--- src/rtl/symmetric_kl_divergence_diag_gauss_top_macros.svh ---
// Assertion macros for the symmetric KL divergence block.
// Included by the top level; no other dependencies.
`ifndef SYMMETRIC_KL_DIVERGENCE_DIAG_GAUSS_TOP_MACROS_SVH
`define SYMMETRIC_KL_DIVERGENCE_DIAG_GAUSS_TOP_MACROS_SVH
`ifndef ASSERT_OFF
// Same-cycle implication, checked outside reset.
`define SKL_ASSERT_NOW(label, clk, rstn, ante, cons) \
    label: assert property (@(posedge clk) disable iff (!(rstn)) (ante) |-> (cons)) \
        else $error("assertion failed: same-cycle check");
// Next-cycle implication, checked outside reset.
`define SKL_ASSERT_NEXT(label, clk, rstn, ante, cons) \
    label: assert property (@(posedge clk) disable iff (!(rstn)) (ante) |=> (cons)) \
        else $error("assertion failed: next-cycle check");
`else
`define SKL_ASSERT_NOW(label, clk, rstn, ante, cons)
`define SKL_ASSERT_NEXT(label, clk, rstn, ante, cons)
`endif
`endif

--- src/rtl/skl_pkg.sv ---
// Shared types and constants for the symmetric KL divergence block.
// No dependencies; imported by skl_div and the top level.
`default_nettype none
package skl_pkg;

    localparam int FRAC_BITS_DEF = 8;   // default fraction bits of the inputs
    localparam int IN_W          = 16;  // width of means and variances
    localparam int DEN_W         = 32;  // width of va*vb
    localparam int SUM_W         = 56;  // running sum width, Q.16
    localparam int OUT_W         = 32;  // result width, Q16.16
    localparam int OUT_FRAC      = 16;
    localparam int STAT_W        = 2;

    localparam logic [STAT_W-1:0] STAT_OK       = 2'd0;
    localparam logic [STAT_W-1:0] STAT_SAT      = 2'd1;
    localparam logic [STAT_W-1:0] STAT_ABSENT   = 2'd2;
    localparam logic [STAT_W-1:0] STAT_MISMATCH = 2'd3;

    typedef struct packed {
        logic busy;
        logic done;
    } skl_div_stat_t;

endpackage
`default_nettype wire

--- src/rtl/skl_div.sv ---
// Restoring radix-2 divider, one quotient bit per cycle.
// Depends on skl_pkg for DEN_W and the status struct.
`default_nettype none
module skl_div import skl_pkg::*; #(
    parameter int NUM_W = 58
) (
    input  wire logic             aclk,
    input  wire logic             aresetn,
    input  wire logic             start,
    input  wire logic [NUM_W-1:0] num,
    input  wire logic [DEN_W-1:0] den,
    output logic [NUM_W-1:0]      quotient,
    output skl_div_stat_t         stat
);
    localparam int CNT_W = $clog2(NUM_W + 1);

    logic             busy_reg, busy_next;
    logic             done_reg, done_next;
    logic [CNT_W-1:0] cnt_reg, cnt_next;
    logic [DEN_W-1:0] rem_reg, rem_next;
    logic [NUM_W-1:0] quo_reg, quo_next;
    logic [DEN_W-1:0] den_reg, den_next;
    logic [DEN_W:0]   trial;

    // shift in the next dividend bit and try a subtract
    assign trial = {rem_reg, quo_reg[NUM_W-1]};

    always_comb begin
        busy_next = busy_reg;
        done_next = 1'b0;
        cnt_next  = cnt_reg;
        rem_next  = rem_reg;
        quo_next  = quo_reg;
        den_next  = den_reg;
        if (start) begin
            busy_next = 1'b1;
            cnt_next  = CNT_W'(NUM_W);
            rem_next  = '0;
            quo_next  = num;
            den_next  = den;
        end else if (busy_reg) begin
            if (trial >= {1'b0, den_reg}) begin
                rem_next = DEN_W'(trial - {1'b0, den_reg});
                quo_next = {quo_reg[NUM_W-2:0], 1'b1};
            end else begin
                rem_next = trial[DEN_W-1:0];
                quo_next = {quo_reg[NUM_W-2:0], 1'b0};
            end
            cnt_next = cnt_reg - CNT_W'(1);
            if (cnt_reg == CNT_W'(1)) begin
                busy_next = 1'b0;
                done_next = 1'b1;
            end
        end
    end

    always_ff @(posedge aclk) begin
        if (!aresetn) begin
            busy_reg <= 1'b0;
            done_reg <= 1'b0;
            cnt_reg  <= '0;
        end else begin
            busy_reg <= busy_next;
            done_reg <= done_next;
            cnt_reg  <= cnt_next;
        end
        rem_reg <= rem_next;
        quo_reg <= quo_next;
        den_reg <= den_next;
    end

    assign quotient  = quo_reg;
    assign stat.busy = busy_reg;
    assign stat.done = done_reg;

endmodule
`default_nettype wire

--- src/rtl/symmetric_kl_divergence_diag_gauss_top.sv ---
// Channel | Ports                                   | Transfer when
// s_      | target/cand mean+var, last_dim, flags   | s_valid && s_ready
// m_      | divergence (Q16.16), status             | m_valid && m_ready
//
// Each dimension is accepted, takes four passes on the shared 32x32 multiplier,
// loads the radix-2 divider with a NUM_W = 66 - FRAC_BITS bit numerator (58 at
// the default), waits for its quotient, picks it up and accumulates it.
// A last item then loads the result register; a last item with a flag set
// skips the arithmetic and goes straight to the result register.
// s_ready is high only in the idle state. A result waits in the output
// register while the next vector streams in; only the next result stalls on it.
// Reset (aresetn, synchronous, active low) clears the sequencer, sum and flags.
//
// Depends on skl_pkg, skl_div and the macro header.
`default_nettype none
`include "symmetric_kl_divergence_diag_gauss_top_macros.svh"
module symmetric_kl_divergence_diag_gauss_top import skl_pkg::*; #(
    parameter int FRAC_BITS = FRAC_BITS_DEF
) (
    input  wire logic              aclk,
    input  wire logic              aresetn,
    input  wire logic              s_valid,
    output logic                   s_ready,
    input  wire logic signed [IN_W-1:0] s_target_mean,
    input  wire logic [IN_W-1:0]   s_target_var,
    input  wire logic signed [IN_W-1:0] s_cand_mean,
    input  wire logic [IN_W-1:0]   s_cand_var,
    input  wire logic              s_last_dim,
    input  wire logic              s_target_absent,
    input  wire logic              s_length_mismatch,
    output logic                   m_valid,
    input  wire logic              m_ready,
    output logic [OUT_W-1:0]       m_divergence,
    output logic [STAT_W-1:0]      m_status
);
    // Numerator: (vd^2 << 16) + (ad^2 * (va+vb) << (16 - FRAC_BITS)), plus a carry bit.
    localparam int NUM_W   = 66 - FRAC_BITS;
    localparam int ACC_W   = ((NUM_W > SUM_W) ? NUM_W : SUM_W) + 1;
    localparam int PROD4_W = 2 * IN_W + IN_W + 1;   // ad^2 * (va+vb)

    typedef enum logic [2:0] {
        ST_IDLE,
        ST_MUL_DEN,
        ST_MUL_VD,
        ST_MUL_AD,
        ST_MUL_NUM,
        ST_DIV,
        ST_ACC,
        ST_FIN
    } state_t;

    state_t                state_reg;
    logic [IN_W-1:0]       va_reg, vb_reg, ad_reg, vd_reg;
    logic [IN_W:0]         vs_reg;
    logic                  last_reg, absent_reg, mis_reg;
    logic [2*DEN_W-1:0]    prod_reg;
    logic [DEN_W-1:0]      den_reg;
    logic [2*IN_W-1:0]     vd2_reg;
    logic [SUM_W-1:0]      sum_reg;
    logic                  ovf_reg;
    logic                  m_valid_reg;
    logic [OUT_W-1:0]      div_out_reg;
    logic [STAT_W-1:0]     stat_out_reg;

    logic [IN_W-1:0]       va_in, vb_in;
    logic signed [IN_W:0]  diff_in;
    logic [DEN_W-1:0]      mul_a, mul_b;
    logic [2*DEN_W-1:0]    mul_p;
    logic [NUM_W-1:0]      num_val;
    logic [NUM_W-1:0]      quotient;
    logic [ACC_W-1:0]      sum_wide;
    logic [SUM_W-3:0]      quarter;
    logic                  div_start;
    logic                  out_free;
    skl_div_stat_t         div_stat;

    // raise zero variances to one LSB; mean difference needs one extra bit
    assign va_in   = (s_target_var == '0) ? IN_W'(1) : s_target_var;
    assign vb_in   = (s_cand_var == '0) ? IN_W'(1) : s_cand_var;
    assign diff_in = (IN_W+1)'(s_target_mean) - (IN_W+1)'(s_cand_mean);

    // shared multiplier: va*vb, vd*vd, ad*ad, then ad^2 * (va+vb)
    always_comb begin
        unique case (state_reg)
            ST_MUL_DEN: begin
                mul_a = DEN_W'(va_reg);
                mul_b = DEN_W'(vb_reg);
            end
            ST_MUL_VD: begin
                mul_a = DEN_W'(vd_reg);
                mul_b = DEN_W'(vd_reg);
            end
            ST_MUL_AD: begin
                mul_a = DEN_W'(ad_reg);
                mul_b = DEN_W'(ad_reg);
            end
            ST_MUL_NUM: begin
                mul_a = prod_reg[DEN_W-1:0];
                mul_b = DEN_W'(vs_reg);
            end
            default: begin
                mul_a = '0;
                mul_b = '0;
            end
        endcase
    end
    assign mul_p = mul_a * mul_b;

    assign num_val = NUM_W'({vd2_reg, {OUT_FRAC{1'b0}}})
                   + (NUM_W'(prod_reg[PROD4_W-1:0]) << (OUT_FRAC - FRAC_BITS));
    assign div_start = (state_reg == ST_DIV) && !div_stat.busy && !div_stat.done
                       && (prod_reg != '1);

    skl_div #(
        .NUM_W (NUM_W)
    ) u_div (
        .aclk     (aclk),
        .aresetn  (aresetn),
        .start    (div_start),
        .num      (num_val),
        .den      (den_reg),
        .quotient (quotient),
        .stat     (div_stat)
    );

    assign sum_wide = ACC_W'(sum_reg) + ACC_W'(quotient);
    assign quarter  = sum_reg[SUM_W-1:2];
    assign out_free = !m_valid_reg || m_ready;

    always_ff @(posedge aclk) begin
        if (!aresetn) begin
            state_reg   <= ST_IDLE;
            sum_reg     <= '0;
            ovf_reg     <= 1'b0;
            m_valid_reg <= 1'b0;
            last_reg    <= 1'b0;
            absent_reg  <= 1'b0;
            mis_reg     <= 1'b0;
            prod_reg    <= '0;
        end else begin
            // drop the result once the sink takes it, unless a new one replaces it
            if (m_valid_reg && m_ready && (state_reg != ST_FIN)) begin
                m_valid_reg <= 1'b0;
            end
            unique case (state_reg)
                ST_IDLE: begin
                    if (s_valid) begin
                        va_reg     <= va_in;
                        vb_reg     <= vb_in;
                        vs_reg     <= (IN_W+1)'(va_in) + (IN_W+1)'(vb_in);
                        vd_reg     <= (va_in > vb_in) ? va_in - vb_in : vb_in - va_in;
                        ad_reg     <= diff_in[IN_W] ? IN_W'(-diff_in) : IN_W'(diff_in);
                        last_reg   <= s_last_dim;
                        absent_reg <= s_last_dim && s_target_absent;
                        mis_reg    <= s_last_dim && s_length_mismatch;
                        // flagged last items skip the arithmetic
                        if (s_last_dim && (s_target_absent || s_length_mismatch)) begin
                            state_reg <= ST_FIN;
                        end else begin
                            state_reg <= ST_MUL_DEN;
                        end
                    end
                end
                ST_MUL_DEN: begin
                    prod_reg  <= mul_p;
                    state_reg <= ST_MUL_VD;
                end
                ST_MUL_VD: begin
                    den_reg   <= prod_reg[DEN_W-1:0];
                    prod_reg  <= mul_p;
                    state_reg <= ST_MUL_AD;
                end
                ST_MUL_AD: begin
                    vd2_reg   <= prod_reg[2*IN_W-1:0];
                    prod_reg  <= mul_p;
                    state_reg <= ST_MUL_NUM;
                end
                ST_MUL_NUM: begin
                    prod_reg  <= mul_p;
                    state_reg <= ST_DIV;
                end
                ST_DIV: begin
                    // hold until the divider finishes
                    if (div_stat.done) begin
                        state_reg <= ST_ACC;
                    end
                end
                ST_ACC: begin
                    if (sum_wide > ACC_W'({SUM_W{1'b1}})) begin
                        sum_reg <= '1;
                        ovf_reg <= 1'b1;
                    end else begin
                        sum_reg <= sum_wide[SUM_W-1:0];
                    end
                    state_reg <= last_reg ? ST_FIN : ST_IDLE;
                end
                ST_FIN: begin
                    // wait for the output register to free up
                    if (out_free) begin
                        m_valid_reg <= 1'b1;
                        priority if (absent_reg) begin
                            div_out_reg  <= '0;
                            stat_out_reg <= STAT_ABSENT;
                        end else if (mis_reg) begin
                            div_out_reg  <= OUT_W'(1) << OUT_FRAC;
                            stat_out_reg <= STAT_MISMATCH;
                        end else if (ovf_reg || (quarter[SUM_W-3:OUT_W] != '0)) begin
                            div_out_reg  <= '1;
                            stat_out_reg <= STAT_SAT;
                        end else begin
                            div_out_reg  <= quarter[OUT_W-1:0];
                            stat_out_reg <= STAT_OK;
                        end
                        sum_reg   <= '0;
                        ovf_reg   <= 1'b0;
                        state_reg <= ST_IDLE;
                    end
                end
                default: state_reg <= ST_IDLE;
            endcase
        end
    end

    assign s_ready      = (state_reg == ST_IDLE);
    assign m_valid      = m_valid_reg;
    assign m_divergence = div_out_reg;
    assign m_status     = stat_out_reg;

    // divider never runs while the block takes a new item
    `SKL_ASSERT_NOW(a_idle_div_quiet, aclk, aresetn, s_ready, !div_stat.busy)
    // a result is loaded whenever the final state finds the output free
    `SKL_ASSERT_NEXT(a_fin_loads, aclk, aresetn, (state_reg == ST_FIN) && out_free, m_valid)
    // a saturated result always carries the all-ones value
    `SKL_ASSERT_NOW(a_sat_value, aclk, aresetn, m_valid && (m_status == STAT_SAT),
                    m_divergence == '1)

endmodule
`default_nettype wire

--- config.mk ---
export PLATFORM = sky130hd
export DESIGN_NAME = symmetric_kl_divergence_diag_gauss_top
export DESIGN_NICKNAME = d
export VERILOG_FILES = /design/src/rtl/skl_pkg.sv /design/src/rtl/skl_div.sv /design/src/rtl/symmetric_kl_divergence_diag_gauss_top.sv
export VERILOG_INCLUDE_DIRS = /design/src /design/src/rtl
export SDC_FILE = /design/constraint.sdc
export NUM_CORES = 2
export LEC_CHECK = 0
export ABC_CLOCK_PERIOD_IN_PS = 17900
export BUFFER_PORTS_ARGS = -buffer_cell sky130_fd_sc_hd__buf_2
export CAP_MARGIN = 10
export CORE_ASPECT_RATIO = 2
export CORE_MARGIN = 5
export CORE_UTILIZATION = 70
export DETAILED_ROUTE_END_ITERATION = 10
export PLACE_DENSITY = 0.89
export SYNTH_ARGS = -nofsm -noshare
export SYNTH_HDL_FRONTEND = slang
export SYNTH_SLANG_ARGS = --single-unit
--- constraint.sdc ---
create_clock -name aclk -period 17.9 [get_ports aclk]
set_input_delay 0.895 -clock aclk [delete_from_list [all_inputs] [get_ports aclk]]
set_output_delay 0.895 -clock aclk [all_outputs]
set_load 0.01 [all_outputs]
==> reports/summary.md <==
The flow ran to the end, but the final reports show violations. The checks that failed: slew limit. The multi-input combinational cells in the finished layout cover a total of 0.0276 mm². The sequential element share of the synthesized area is 26.5%, and the post-synthesis share of cell area spent on full adders, half adders and majority gates is 31.0%.

The clock network accounts for 12.2% of the total power. VDD sags by at most 0.000113 V. Once detail routing completed, the nets flagged for antenna violations numbered 0. The relative contribution of sequential cells to total power was 21.5%; the number of detailed-route iterations in the first pass was 8. The run gives 66.3% as the combinational share of power. TritonCTS built the clock tree. Once the floorplan was initialized, standard cells occupied 70.2% of the core. Die extent in y: 356 µm. Across the run, the number of max-cap violations was 0. The total routing resource utilization after global routing came out at 42.1%. The total setup buffers inserted after CTS was 0. For the total of warnings raised by yosys, the log shows 0. The startpoint identified for the worst hold timing path is den_reg[5].

By startpoint and endpoint, the worst setup path is classified as reg2reg. Of the total power, the share spent switching nets is 51.9%. For the pin with the worst max-slew slack, the measured transition is 1.51 ns. Global routing finished with a remaining overflow of 0. During I/O placement, the number of pins put on the boundary was 107. Wires add up to 137 mm. The run gives -0.471% as the relative max-transition margin.

For the gate count of the mapped netlist, the log shows 4,730. The synthesized flop and latch total works out to 421. Dividing the detail-routed wire length by the instance count gives 24.7 µm.

The later-pin clock latency in the skew report is 0.59 ns. The final count of pins violating max slew was 4. For the distinct cell type count after synthesis, the log shows 80. Startpoint type of the worst setup path: a register. The internal portion of the total power is 3290 µW. The tools report the number of antenna violations at the first check in global routing as 3. The placeable core region was 0.0597 mm².

The final hold violation count was 0; the maximum number of pins on one net before global-route repair was 92. The layout cell share with drive strength beyond 1 is 6.34%. In this run the power spent charging and discharging nets is 3550 µW.

The number of synthesized flops with an enable pin is 268, and the cell area after synthesis is 0.0420 mm². The compound-gate portion of the synthesized area was 14.8%. The leading cell type in the layout, fill and taps excluded is sky130_fd_sc_hd__nand2_1. The H-tree was split into 2 levels.

Setup slack on the worst reg-to-reg path comes out at 8.23 ns. After clock tree synthesis, the flow added hold-fix buffers numbering 0. The post-synthesis simple-gate area fraction is 15.2%, and the iteration-0 DRC count of the detailed router is 3,022. The tools report the wire length of the first global-routing pass as 208 mm. The floorplan has 127 rows. The synthesized area per cell came out at 8.87 µm². In the layout the commonest cells are sky130_fd_sc_hd__nand2_1, sky130_fd_sc_hd__inv_1, sky130_fd_sc_hd__nor2_1, sky130_fd_sc_hd__fa_1, sky130_fd_sc_hd__ha_1. For this run, asynchronously set or reset flops after synthesis account for 0%. The die covers 0.0652 mm². The global placement routability congestion is 1.06. The hold-critical path depth was 0. Number of buffers on the longest clock path: 3. The endpoint identified for the worst register-to-register timing path is prod_reg[34].

The tools report the overall via count from detail_route as 36,000. STA classifies the critical path endpoint as a register. The residual DRC count was 0; the shortest period the worst path allows was 9.67 ns. Once the clock tree was built, the resizer swapped 0 gates to a different size. Worst endpoint data arrival time: 10.09 ns.

The final setup violation count came out at 0. The run gives 421 as the total number of clock tree sinks. The maximum fanout along the worst path came out at 82. In the final layout, flip-flops and latches occupy 0.0111 mm². After clock tree synthesis, the clock-pin slew on the worst setup and hold paths is 0.07 ns.

The worst register-to-register path begins at state_reg[2]. Summed over all cells, the static leakage comes to 0.0199 µW. Between clock sinks in the finished design, the worst skew comes to 0.0312 ns.

For this run, the leading register cell type out of synthesis is sky130_fd_sc_hd__edfxtp_1. The number of fill cells in the layout is 4,487, and the instance count after placement with tap cells included is 5,450. The ratio of routed vias to standard cells was 6.51. After routing, the total negative slack on setup checks comes to 0 ns.

Relative to the synthesized area, the layout overhead comes to 5.97%. The clock root buffer was sky130_fd_sc_hd__clkbuf_16. The number of global-route vias before repair is 37,900, and the total power per unit cell area is 154 mW/mm².

Setup repair after global routing left no endpoint under its margin. Detailed placement ended at an HPWL of 108 mm. The tools report the number of standard cells in the layout, taps in and fillers out as 5,530. The highest clock rate is 0.103 GHz.

For hold timing, the worst endpoint is u_div.den_reg[5]. The multiplexer fraction of the synthesized cell area was 0.394%. The dominant combinational cell family by area after synthesis is adder cells.

Counting cells, the worst reg-to-reg path comes to 26. The synthesized netlist devotes 4.15% of its cell area to XOR and XNOR gates. The total of buffers placed on input and output ports works out to 106. At the worst endpoint, the required time is 18.32 ns. The die is 183 µm wide.

The flip-flop count of the largest register, all copies and words added is 58. The run gives 39 as the number of buffers created by CTS. For the number of nets at the end of the flow, the log shows 5,554. The worst hold path belongs to the class reg2reg.

Counting every net in the synthesized netlist gives 5,566. The final critical path takes up 54.0% of the cycle.
## cell usage after synthesis, types with 7 or more instances
| cell | n | area share (%) |
|---|---|---|
| sky130_fd_sc_hd__o21ai_1 | 35 | 0.42 |
| sky130_fd_sc_hd__nor2_1 | 477 | 4.3 |
| sky130_fd_sc_hd__nand2b_1 | 24 | 0.36 |
| sky130_fd_sc_hd__a22o_1 | 37 | 0.77 |
| sky130_fd_sc_hd__edfxtp_1 | 268 | 19 |
| sky130_fd_sc_hd__nor4_1 | 18 | 0.27 |
| sky130_fd_sc_hd__xnor2_1 | 124 | 2.6 |
| sky130_fd_sc_hd__o21a_1 | 28 | 0.50 |
| sky130_fd_sc_hd__and2_1 | 32 | 0.48 |
| sky130_fd_sc_hd__a211oi_1 | 33 | 0.59 |
| sky130_fd_sc_hd__a21oi_1 | 278 | 3.3 |
| sky130_fd_sc_hd__inv_1 | 649 | 5.8 |
| sky130_fd_sc_hd__o2111ai_1 | 7 | 0.15 |
| sky130_fd_sc_hd__a32oi_1 | 9 | 0.19 |
| sky130_fd_sc_hd__a221oi_1 | 36 | 0.75 |
| sky130_fd_sc_hd__or3_1 | 13 | 0.19 |
| sky130_fd_sc_hd__nor3b_1 | 10 | 0.18 |
| sky130_fd_sc_hd__and4_1 | 9 | 0.19 |
| sky130_fd_sc_hd__and3_1 | 28 | 0.42 |
| sky130_fd_sc_hd__o31a_1 | 11 | 0.23 |
| sky130_fd_sc_hd__or2_2 | 9 | 0.13 |
| sky130_fd_sc_hd__xor2_1 | 75 | 1.6 |
| sky130_fd_sc_hd__o21bai_1 | 32 | 0.57 |
| sky130_fd_sc_hd__a21o_1 | 75 | 1.3 |
| sky130_fd_sc_hd__dfxtp_1 | 153 | 7.3 |
| sky130_fd_sc_hd__buf_1 | 8 | 0.072 |
| sky130_fd_sc_hd__nor3_1 | 49 | 0.58 |
| sky130_fd_sc_hd__ha_1 | 309 | 9.2 |
| sky130_fd_sc_hd__o211ai_1 | 24 | 0.43 |
| sky130_fd_sc_hd__mux2i_1 | 12 | 0.29 |
| sky130_fd_sc_hd__nand2_1 | 673 | 6.0 |
| sky130_fd_sc_hd__o21ai_0 | 196 | 2.3 |
| sky130_fd_sc_hd__fa_1 | 456 | 22 |
| sky130_fd_sc_hd__nand3_1 | 55 | 0.66 |
| sky130_fd_sc_hd__clkbuf_1 | 217 | 1.9 |
| sky130_fd_sc_hd__nand4_1 | 30 | 0.45 |
| sky130_fd_sc_hd__a311oi_1 | 8 | 0.17 |
| sky130_fd_sc_hd__nor2b_1 | 39 | 0.58 |
| sky130_fd_sc_hd__o31ai_1 | 17 | 0.30 |
| sky130_fd_sc_hd__a31oi_1 | 31 | 0.46 |
| sky130_fd_sc_hd__a221o_1 | 37 | 0.88 |
## power by group through the flow
stage | registers [µW] | logic (µW) | clock network (µW)
2_1_floorplan | 1380 | 3190 | 0
3_3_place_gp | 1460 | 4290 | 0
3_5_place_dp | 1470 | 4410 | 0
4_1_cts | 1450 | 4430 | 837
5_1_grt | 1470 | 5010 | 878
6_report | 1470 | 4530 | 837
## worst max-delay path by stage
stage	startpoint	to	slack, ns
3_3_place_gp	state_reg[2]	prod_reg[34]	8.46
5_1_grt	state_reg[2]	prod_reg[34]	8.02
3_5_place_dp	state_reg[2]	prod_reg[34]	8.48
2_1_floorplan	state_reg[2]	prod_reg[48]	10.27
4_1_cts	state_reg[2]	prod_reg[34]	8.43
6_report	state_reg[2]	prod_reg[34]	8.23
## stage by stage
step | util [%] | total power [µW] | worst slack [ns] | hold WS [ns] | instance area (µm²)
final | 74.4 | 6840 | 8.23 | 0.411 | 44500
after global routing | 74.4 | 7360 | 8.02 | 0.427 | 44400
after CTS | 74.4 | 6720 | 8.43 | 0.418 | 44400
after detailed placement | 72.3 | 5880 | 8.48 | 0.405 | 43200
after global placement | 72.3 | 5760 | 8.46 | 0.401 | 43200
after floorplan | - | 4570 | 10.27 | 0.400 | 42000
## logic make-up after synthesis
group,count (synthesis)
buffers and inverters,883
AOI/OAI and AO/OA,960
DFF,421
and+or+nand+nor,1486
xor gates and xnor gates,199
muxes,16
adders and majority gates,765
## routing by layer
metal / global-route usage [%] / vias up / part of all wire (%)
li1: - / 15700 / -
met1: 38.3 / 17200 / 28
met2: 73.2 / 2154 / 49
met3: 9.07 / 991 / 8.1
met4: 44.1 / 0 / 15
met5: 0 / - / 0
## worst max-delay path: stages (launching register included)
cell and delay [ns]:
sky130_fd_sc_hd__dfxtp_1 0.60, sky130_fd_sc_hd__inv_1 0.22, sky130_fd_sc_hd__nor3_2 0.21, sky130_fd_sc_hd__buf_4 0.31, sky130_fd_sc_hd__buf_4 0.75, sky130_fd_sc_hd__a221o_1 0.94
sky130_fd_sc_hd__nand2_1 0.20, sky130_fd_sc_hd__fa_1 0.60, sky130_fd_sc_hd__inv_1 0.05, sky130_fd_sc_hd__ha_1 0.27, sky130_fd_sc_hd__inv_1 0.05, sky130_fd_sc_hd__fa_1 0.53
sky130_fd_sc_hd__inv_1 0.06, sky130_fd_sc_hd__fa_1 0.52, sky130_fd_sc_hd__fa_1 0.52, sky130_fd_sc_hd__fa_1 0.49, sky130_fd_sc_hd__ha_1 0.37, sky130_fd_sc_hd__and4_1 0.32
sky130_fd_sc_hd__nand2_1 0.26, sky130_fd_sc_hd__a2bb2oi_1 0.64, sky130_fd_sc_hd__nand3_1 0.28, sky130_fd_sc_hd__a31oi_1 0.48, sky130_fd_sc_hd__o31a_1 0.25, sky130_fd_sc_hd__o21ai_0 0.17
sky130_fd_sc_hd__nand3_1 0.15, sky130_fd_sc_hd__a211o_1 0.13, sky130_fd_sc_hd__o211ai_1 0.07
## final cells by class
class | count | share of cell area (%)
sequential | 421 | 25.0
timing repair buffer | 180 | 2.44
clock inverter | 23 | 0.419
clock buffer | 48 | 2.36
inverter | 650 | 5.49
tap | 774 | 2.18
multi-input combinational | 3426 | 62.1
antenna | 8 | 0.0450
No activity file was read; power rests on OpenSTA's default activity.
